### config.mk
export PLATFORM = sky130hd
export DESIGN_NAME = column_gamma_unpacker_top
export DESIGN_NICKNAME = d
export VERILOG_FILES = /design/src/rtl/core/cgu_pkg.sv /design/src/rtl/core/column_gamma_unpacker_top.sv
export SDC_FILE = /design/constraint.sdc
export NUM_CORES = 2
export LEC_CHECK = 0
export BUFFER_PORTS_ARGS = -buffer_cell sky130_fd_sc_hd__buf_2
export CAP_MARGIN = 30
export CORE_UTILIZATION = 61
export DETAILED_ROUTE_END_ITERATION = 8
export GPL_TIMING_DRIVEN = 0
export MAX_ROUTING_LAYER = met4
export PLACE_DENSITY = 0.8
export SLEW_MARGIN = 20
export SYNTH_ARGS = -nofsm -noshare
export SYNTH_HDL_FRONTEND = slang
export SYNTH_SLANG_ARGS = --single-unit
### constraint.sdc
create_clock -name clk -period 19.8 [get_ports clk]
set_input_delay 5.94 -clock clk [delete_from_list [all_inputs] [get_ports clk]]
set_output_delay 5.94 -clock clk [all_outputs]
set_load 0.005 [all_outputs]
### src/rtl/core/cgu_pkg.sv
`timescale 1ns / 1ps
// ----------------------------------------------------------------------------
// cgu_pkg
// Shared types and constants of the column gamma unpacker.
// ----------------------------------------------------------------------------
package cgu_pkg;

    localparam int LANE_COUNT_DEF = 16;   // lanes per codeword, 4..16
    localparam int LANE_BITS      = 32;   // bits per lane word
    localparam int HALF_LANES     = 8;    // lanes per result beat
    localparam int WIDTH_BITS     = 6;    // column width field, 0..32

    typedef logic [LANE_BITS-1:0] lane_word_t;

endpackage

### src/rtl/core/column_gamma_unpacker_top.sv
`timescale 1ns / 1ps
// ----------------------------------------------------------------------------
// column_gamma_unpacker_top
// Collects 1 + LANE_COUNT words per codeword, then walks the selector one
// bit per cycle, peeling one bit off every lane per cycle into the column.
// ----------------------------------------------------------------------------
// Sequence: 1 + LANE_COUNT word beats per codeword, then per column one scan
//   step per selector bit up to its set bit, then its two result beats.
// The one-bit-per-cycle shifter walks the selector. Input stalls during decode.
// Reset (rst_n low, async): word count, selector, sequencer and output valid
//   clear; lane and column storage keep whatever they held.
module column_gamma_unpacker_top #(
    parameter int LANE_COUNT = cgu_pkg::LANE_COUNT_DEF
) (
    input  logic                           clk,
    input  logic                           rst_n,
    // word channel
    input  logic                           word_valid,
    output logic                           word_stall,
    input  logic [cgu_pkg::LANE_BITS-1:0]  stream_word,
    input  logic                           end_of_section,
    // result channel
    output logic                           result_valid,
    input  logic                           result_stall,
    output logic [cgu_pkg::LANE_BITS-1:0]  lane_0,
    output logic [cgu_pkg::LANE_BITS-1:0]  lane_1,
    output logic [cgu_pkg::LANE_BITS-1:0]  lane_2,
    output logic [cgu_pkg::LANE_BITS-1:0]  lane_3,
    output logic [cgu_pkg::LANE_BITS-1:0]  lane_4,
    output logic [cgu_pkg::LANE_BITS-1:0]  lane_5,
    output logic [cgu_pkg::LANE_BITS-1:0]  lane_6,
    output logic [cgu_pkg::LANE_BITS-1:0]  lane_7,
    output logic                           upper_half,
    output logic [cgu_pkg::WIDTH_BITS-1:0] column_width,
    output logic                           codeword_done,
    output logic                           bad_selector
);

    localparam int WC_W      = $clog2(LANE_COUNT + 1);
    localparam int IDX_W     = $clog2(LANE_COUNT);
    localparam int BIT_W     = $clog2(cgu_pkg::LANE_BITS);
    localparam int HALF      = cgu_pkg::HALF_LANES;
    localparam int WIDTH_W   = cgu_pkg::WIDTH_BITS;

    localparam logic [2:0] S_COLLECT = 3'd0;
    localparam logic [2:0] S_BAD     = 3'd1;
    localparam logic [2:0] S_SCAN    = 3'd2;
    localparam logic [2:0] S_HALF0   = 3'd3;
    localparam logic [2:0] S_HALF1   = 3'd4;

    // control
    logic [2:0]                 state_reg, state_next;
    logic [WC_W-1:0]            wc_reg, wc_next;
    logic [cgu_pkg::LANE_BITS-1:0] sel_reg, sel_next;
    logic [BIT_W-1:0]           cnt_reg, cnt_next;
    logic                       out_valid_reg, out_valid_next;

    // payload
    cgu_pkg::lane_word_t        lane_reg [LANE_COUNT];
    cgu_pkg::lane_word_t        lane_next [LANE_COUNT];
    cgu_pkg::lane_word_t        col_reg [LANE_COUNT];
    cgu_pkg::lane_word_t        col_next [LANE_COUNT];
    logic [WIDTH_W-1:0]         width_reg, width_next;
    cgu_pkg::lane_word_t        out_lane_reg [HALF];
    cgu_pkg::lane_word_t        out_lane_next [HALF];
    logic                       out_half_reg, out_half_next;
    logic [WIDTH_W-1:0]         out_width_reg, out_width_next;
    logic                       out_done_reg, out_done_next;
    logic                       out_bad_reg, out_bad_next;

    cgu_pkg::lane_word_t        half0_lane [HALF];
    cgu_pkg::lane_word_t        half1_lane [HALF];

    logic                       word_accept;
    logic                       out_free;
    logic [WC_W-1:0]            wc_minus;
    logic [IDX_W-1:0]           wr_idx;

    assign word_stall   = (state_reg != S_COLLECT);
    assign word_accept  = word_valid && !word_stall;
    assign out_free     = !out_valid_reg || !result_stall;
    assign wc_minus     = wc_reg - WC_W'(1);
    assign wr_idx       = wc_minus[IDX_W-1:0];

    // lanes beyond LANE_COUNT read as zero
    for (genvar i = 0; i < HALF; i++)
    begin : g_half
        if (i < LANE_COUNT)
        begin : g_lo
            assign half0_lane[i] = col_reg[i];
        end
        else
        begin : g_lo_zero
            assign half0_lane[i] = '0;
        end
        if (i + HALF < LANE_COUNT)
        begin : g_hi
            assign half1_lane[i] = col_reg[i + HALF];
        end
        else
        begin : g_hi_zero
            assign half1_lane[i] = '0;
        end
    end

    always_comb
    begin
        state_next     = state_reg;
        wc_next        = wc_reg;
        sel_next       = sel_reg;
        cnt_next       = cnt_reg;
        width_next     = width_reg;
        out_valid_next = out_valid_reg;
        out_half_next  = out_half_reg;
        out_width_next = out_width_reg;
        out_done_next  = out_done_reg;
        out_bad_next   = out_bad_reg;
        for (int l = 0; l < LANE_COUNT; l++)
        begin
            lane_next[l] = lane_reg[l];
            col_next[l]  = col_reg[l];
        end
        for (int i = 0; i < HALF; i++)
        begin
            out_lane_next[i] = out_lane_reg[i];
        end

        if (out_valid_reg && !result_stall)
        begin
            out_valid_next = 1'b0;
        end

        unique case (state_reg)
            S_COLLECT:
            begin
                if (word_accept)
                begin
                    if (wc_reg == '0)
                    begin
                        sel_next = stream_word;
                    end
                    else
                    begin
                        lane_next[wr_idx] = stream_word;
                    end
                    if (wc_reg == WC_W'(LANE_COUNT))
                    begin
                        wc_next  = '0;
                        cnt_next = '0;
                        for (int l = 0; l < LANE_COUNT; l++)
                        begin
                            col_next[l] = '0;
                        end
                        state_next = (sel_reg == '0) ? S_BAD : S_SCAN;
                    end
                    else if (end_of_section)
                    begin
                        // partial codeword dropped
                        wc_next  = '0;
                        sel_next = '0;
                    end
                    else
                    begin
                        wc_next = wc_reg + WC_W'(1);
                    end
                end
            end
            S_BAD:
            begin
                if (out_free)
                begin
                    out_valid_next = 1'b1;
                    for (int i = 0; i < HALF; i++)
                    begin
                        out_lane_next[i] = '0;
                    end
                    out_half_next  = 1'b0;
                    out_width_next = '0;
                    out_done_next  = 1'b1;
                    out_bad_next   = 1'b1;
                    state_next     = S_COLLECT;
                end
            end
            S_SCAN:
            begin
                // one selector bit and one bit of every lane per cycle
                for (int l = 0; l < LANE_COUNT; l++)
                begin
                    col_next[l][cnt_reg] = lane_reg[l][0];
                    lane_next[l]         = lane_reg[l] >> 1;
                end
                sel_next = sel_reg >> 1;
                cnt_next = cnt_reg + BIT_W'(1);
                if (sel_reg[0])
                begin
                    width_next = {{(WIDTH_W-BIT_W){1'b0}}, cnt_reg} + WIDTH_W'(1);
                    state_next = S_HALF0;
                end
            end
            S_HALF0:
            begin
                if (out_free)
                begin
                    out_valid_next = 1'b1;
                    for (int i = 0; i < HALF; i++)
                    begin
                        out_lane_next[i] = half0_lane[i];
                    end
                    out_half_next  = 1'b0;
                    out_width_next = width_reg;
                    out_done_next  = 1'b0;
                    out_bad_next   = 1'b0;
                    state_next     = S_HALF1;
                end
            end
            S_HALF1:
            begin
                if (out_free)
                begin
                    out_valid_next = 1'b1;
                    for (int i = 0; i < HALF; i++)
                    begin
                        out_lane_next[i] = half1_lane[i];
                    end
                    out_half_next  = 1'b1;
                    out_width_next = width_reg;
                    out_done_next  = (sel_reg == '0);
                    out_bad_next   = 1'b0;
                    if (sel_reg == '0)
                    begin
                        state_next = S_COLLECT;
                    end
                    else
                    begin
                        cnt_next = '0;
                        for (int l = 0; l < LANE_COUNT; l++)
                        begin
                            col_next[l] = '0;
                        end
                        state_next = S_SCAN;
                    end
                end
            end
            default:
            begin
                state_next = S_COLLECT;
            end
        endcase
    end

    always_ff @(posedge clk or negedge rst_n)
    begin
        if (!rst_n)
        begin
            state_reg     <= S_COLLECT;
            wc_reg        <= '0;
            sel_reg       <= '0;
            cnt_reg       <= '0;
            out_valid_reg <= 1'b0;
        end
        else
        begin
            state_reg     <= state_next;
            wc_reg        <= wc_next;
            sel_reg       <= sel_next;
            cnt_reg       <= cnt_next;
            out_valid_reg <= out_valid_next;
        end
    end

    always_ff @(posedge clk)
    begin
        for (int l = 0; l < LANE_COUNT; l++)
        begin
            lane_reg[l] <= lane_next[l];
            col_reg[l]  <= col_next[l];
        end
        for (int i = 0; i < HALF; i++)
        begin
            out_lane_reg[i] <= out_lane_next[i];
        end
        width_reg     <= width_next;
        out_half_reg  <= out_half_next;
        out_width_reg <= out_width_next;
        out_done_reg  <= out_done_next;
        out_bad_reg   <= out_bad_next;
    end

    assign result_valid  = out_valid_reg;
    assign lane_0        = out_lane_reg[0];
    assign lane_1        = out_lane_reg[1];
    assign lane_2        = out_lane_reg[2];
    assign lane_3        = out_lane_reg[3];
    assign lane_4        = out_lane_reg[4];
    assign lane_5        = out_lane_reg[5];
    assign lane_6        = out_lane_reg[6];
    assign lane_7        = out_lane_reg[7];
    assign upper_half    = out_half_reg;
    assign column_width  = out_width_reg;
    assign codeword_done = out_done_reg;
    assign bad_selector  = out_bad_reg;

    // the scan only runs on a live selector, so it always finds a set bit
    a_scan_live: assert property (@(posedge clk) disable iff (!rst_n)
        (state_reg == S_SCAN) |-> (sel_reg != '0))
        else $error("scan running on an empty selector");

    a_wc_range: assert property (@(posedge clk) disable iff (!rst_n)
        wc_reg <= WC_W'(LANE_COUNT))
        else $error("word count past codeword length");

    a_bad_beat: assert property (@(posedge clk) disable iff (!rst_n)
        (result_valid && bad_selector) |->
            (codeword_done && !upper_half && (column_width == '0)))
        else $error("malformed bad-selector beat");

    a_good_width: assert property (@(posedge clk) disable iff (!rst_n)
        (result_valid && !bad_selector) |->
            ((column_width != '0) && (column_width <= WIDTH_W'(cgu_pkg::LANE_BITS))))
        else $error("column width out of range");

    // a codeword ends on the upper half beat
    a_done_upper: assert property (@(posedge clk) disable iff (!rst_n)
        (result_valid && codeword_done && !bad_selector) |-> upper_half)
        else $error("codeword ended on a lower half beat");

endmodule

After elaboration in Yosys (flattened, before gate mapping):

Memory sizes are Yosys's and may differ from the RTL's.
Cells that the tools add are included.

* bits in latches: 0
* flip-flop bits (word level): 61
* RAM bits: 1280
* logic and storage cells: 130
* bits of input ports: 37
* memories: 3
* bits in read-only memories: 0

* reduce and logical (&&, ||, !) cells: 28
* bitwise gates (word level): 1
* divide/modulo/power cells: 0
* mux-type cells: 66
* multiply operators: 0
* magnitude comparators: 4
* add/subtract/negate cells: 4
* eq/ne operators: 14
* shift operators: 0

Memory list
* col_reg: words 16, width 32, read ports 16, clocked after Yosys merged registers in 0, wr ports 16, RTL line column_gamma_unpacker_top.sv:61 `cgu_pkg::lane_word_t col_reg [LANE_COUNT];`
* lane_reg: words 16, width 32, read ports 16, clocked after Yosys merged registers in 0, wr ports 16, RTL line column_gamma_unpacker_top.sv:59 `cgu_pkg::lane_word_t lane_reg [LANE_COUNT];`
* out_lane_reg: words 8, width 32, read ports 8, clocked after Yosys merged registers in 0, wr ports 8, RTL line column_gamma_unpacker_top.sv:64 `cgu_pkg::lane_word_t out_lane_reg [HALF];`

Operators by type and width (count)
* two-way mux 512 bit: 6
* one-hot mux 512 bit (3 select lines): 1
* one-hot mux 512 bit (2 select lines): 1
* two-way mux 256 bit: 3
* one-hot mux 256 bit (3 select lines): 1
* bitwise mux 32 bit: 16
* bitwise mux 512 bit: 1
* two-way mux 32 bit: 5
* demux 32 bit (select 4 bit): 1
* one-hot mux 32 bit (2 select lines): 1
* zero test 32 bit: 1
* two-way mux 5 bit: 6
* two-way mux 3 bit: 6
* one-hot mux 3 bit (5 select lines): 1
* one-hot mux 5 bit (3 select lines): 1
* != test 2 bit (second input constant): 7
* two-way mux 6 bit: 2
* one-hot mux 6 bit (2 select lines): 1
* adder 5 x 1 -> 5 bit (second input constant): 2
* nonzero test 3 bit: 3
* two-way mux 1 bit: 7
* adder 5 x 1 -> 6 bit (second input constant): 1
* equality test 3 x 2 -> 1 bit (second input constant): 2
* < comparator 5 x 6 -> 1 bit (second input constant): 1
* other kinds (26): 40

Longest topological paths before layout:

* word-level depth: 10
* gate-level depth with buffers: 8
* mapped depth without buffers: 6

Least setup slack after synthesis:

OpenSTA, ideal clock, no wires.

* path type: input to register
* start: input port result_stall
* end: memory col_reg[0][0] (netlist name) (enable)
* required time: 18855 ps
* setup time: 945 ps
* arrival time: 18015 ps
* cell stages on the path: 4
* slack: 840 ps
* buffers on the path: 0
* path through: a21o_1 > a21o_1 > nor2_1 > and2_1

RTL lines
* start: declaration: RTL line column_gamma_unpacker_top.sv:24 `input logic result_stall,`
* end: declaration: RTL line column_gamma_unpacker_top.sv:61

Worst setup path in the final report:

* start: register state_reg[1]
* end: output port word_stall

* cells in the longest elaborated chain, start to end: 1

Ends and longest elaborated chain
* start: declaration: RTL line column_gamma_unpacker_top.sv:52 `logic [2:0] state_reg, state_next;`
* start signal: assignment: RTL line column_gamma_unpacker_top.sv:263 `state_reg <= state_next;`
* nonzero test 3 bit: RTL line column_gamma_unpacker_top.sv:79 `assign word_stall = (state_reg != S_COLLECT);`
* end: declaration: RTL line column_gamma_unpacker_top.sv:19 `output logic word_stall,`

Every way passes these cells.

==> results.md <==
- Status: complete, no violations
- Final TNS setup: 0 ns
- Share of layout cells above drive strength 1: 12.3%
- Vias in the first global route: 41900
- Via count: 44200
- Worst relative slew slack: 27.2%
- Setup Viol. Count Final: 0
- CP cell instances: clkbuf_1 -> or3_1 -> buf_2
- Multi-input logic area: 15900 um^2
- Top-area cell type share of the netlist area: 67.5%
- IO Pins: 304
- Avg Inst Size Synth: 11.5 um^2
- F_max: 126 MHz
- Max IR drop VDD: 0.178 mV
- Initial DRC Count: 6862
- RD Place Congestion: 1.08
- Core Box Area: 93500 um^2
- Area growth syn-to-layout: 15.1%
- Drt drc: 0
- Die area: 95600 um^2
- FF+latch count, synth: 1341
- Grt ovf: 0
- Reg clk slew, reported paths: 0.06 ns
- Clock latency on the worst-skew pair: 0.78 ns
- Clock Skew: 0.0360 ns
- Post-Syn Nets: 5041
- Detail Placement HPWL: 119000 um
- Tcrit/Tclk final: 40.2%
- Pin count of the biggest net entering global routing: 59
- Sequential area share after synthesis: 69.5%
- Post-layout min period: 7.96 ns
- Synth cell types: 56
- Reg area: 40000 um^2
- Fin. max-slew vios: 0
- Post-CTS setup buffer count: 0
- Drt wl/cell: 25.5 um
- Post-placement cell area: 61800 um^2
- Critical-path top delay cell: or3_1
- Async S/R FF share, synth: 3.43%
- CP endpoint kind: output port
- Leak: 0.0242 uW
- Final core utilization: 70.9%
- Total power draw: 12800 uW
- Die X: 309 um
- Final layout net count: 5530
- # hold bufs at CTS: 0
- Global-route wire length before repair: 255000 um
- Worst Setup Path Type: flip-flop to output port
- Drt pass-1 iters: 8
- Data arrival, critical path: 2.02 ns
- Final hold vios: 0
- # Max-Cap Violations: 0
- Post-synth EDFFs: 1295
- Synth Flop Type: edfxtp_1
- Yosys warning total: 0
- Startpoint Class: flip-flop
- Max clock buf depth: 3
- Largest area contributor in the synthesized netlist: edfxtp_1
- Initial antenna violation count: 13
- Die height: 309 um
- Crit Path Max Fanout: 10
- Max incr delay on CP: 0.52 ns
- Port Buf Inserts: 303
- RSZ-0062 raised after global routing: no
- Sum of buffers and inverters on the critical path: 2
- Dominant cells by area after synthesis: edfxtp_1 68%, nand2_1 11%, a21oi_1 4.5%
- CP delay by family, top: simple AND/OR/NAND/NOR gates
- Clock root buffer: clkbuf_16
- Core Rows: 112
- # clock sinks: 1341
- CTS tree: done
- Worst Hold Class: flip-flop to flip-flop
- Initial Util: 61.6%
- Netlist area before placement: 57600 um^2
- Inserted Clock Buffers: 135
- WL final: 175000 um
- Via density: 6.46
- Worst-Margin Slew: 1.09 ns
- Cells after Synth: 4994
- Post-route cell area: 66200 um^2
- Post-cts resize count: 0
- ANT nets after route: 0
- H-tree depth: 4
- GR Util All Layers: 37.3%
- Filler cell count: 6330
- CP Data Required Time: 13.86 ns
- Cell Pwr Density: 194 nW/um^2
worst min-delay path, stage by stage (launching register included):
cell and delay, ns:
edfxtp_1 0.32, nand2_1 0.04, o21ai_0 0.06
cell usage after synthesis (all sizes together), types with 3 or more instances:
| library cell | instances |
|---|---|
| edfxtp | 1295 |
| o211ai | 33 |
| nand4 | 7 |
| inv | 6 |
| or3 | 3 |
| nand2 | 1627 |
| nor2 | 36 |
| a21o | 6 |
| nor3 | 10 |
| mux2i | 8 |
| nor4bb | 4 |
| a21oi | 513 |
| a41oi | 8 |
| ha | 10 |
| buf | 112 |
| nor4 | 9 |
| o22a | 8 |
| nor2b | 14 |
| a22oi | 32 |
| and2 | 15 |
| clkbuf | 299 |
| o21ai | 530 |
| a22o | 257 |
| nand3 | 32 |
| dfrtp | 46 |
| nand2b | 44 |
| and4b | 5 |
metrics by stage:
step           hold WS, ns  instances  setup WS [ns]
2_1_floorplan        0.496       4994          0.840
3_3_place_gp         0.498       6551          -4.22
3_5_place_dp         0.507       6597          11.15
4_1_cts              0.507       6836          11.83
5_1_grt              0.528       6847          11.73
6_report             0.513       6848          11.84
cells in the final DEF, fill, tap and decap left out, types with 10 or more instances in the layout:
master,synthesis,final
nor2_1,35,34
o21ai_0,416,402
bufinv_16,0,12
clkinv_2,0,24
a22o_1,257,257
and2_1,14,13
buf_2,82,390
nand2b_1,44,44
nor3_1,10,10
clkbuf_2,10,10
dfrtp_1,46,46
buf_1,13,12
a22oi_1,32,32
nor2b_1,14,14
nand2_1,1627,1627
clkbuf_16,0,137
clkinv_1,0,24
buf_6,17,20
o21ai_1,114,112
buf_16,0,26
ha_1,10,10
a21oi_1,513,513
o21ai_4,0,16
nand3_1,32,32
clkbuf_1,289,314
edfxtp_1,1295,1295
o211ai_1,33,33
area by class of cell:
cell class / count / area share (%)
timing repair buffer: 352 / 3.82
multi-input combinational: 3236 / 24.0
antenna: 9 / 0.0340
sequential: 1341 / 60.4
clock inverter: 75 / 1.22
tap: 1254 / 2.37
buffer: 411 / 2.70
clock buffer: 164 / 5.36
inverter: 6 / 0.0340
layer usage:
metal	vias to the layer above	wire length (um)	global-route usage [%]
met4	0	11300	21.3
met3	720	22700	9.20
met2	3420	81700	57.2
met5	-	0	-
met1	21100	59000	45.4
li1	19000	-	-
final timing paths:
path                                          to  slack [ns]       startpoint  cells past startpoint
worst max-delay path                  word_stall       11.84     state_reg[1]                      3
worst min-delay path              lane_reg[1][9]        0.51  lane_reg[1][10]                      2
worst max register to register  lane_reg[13][31]       15.60        wc_reg[0]                      8
worst min register to register    lane_reg[1][9]        0.51  lane_reg[1][10]                      2
max in group asynchronous             cnt_reg[0]       14.45            rst_n                      2
min in group asynchronous            sel_reg[12]        5.15            rst_n                      2
kinds of logic after synthesis:
group                    synth area share [%]
AO/OA/AOI/OAI                            14.4
XOR/XNOR                               0.0456
adder cells (fa/ha/maj)                 0.217
buffers and inverters                    3.14
flip-flops                               69.5
multiplexers                            0.159
AND/OR/NAND/NOR                          12.5
report_power, final:
part	total [uW]	switching (uW)	internal [uW]	leakage [uW]
Sequential	5790	617	5170	0.0136
Clock	2560	1120	1440	0.00213
Combinational	4480	3270	1210	0.00841
Total	12800	5000	7820	0.0242
Power figures use the tool's default switching activity.
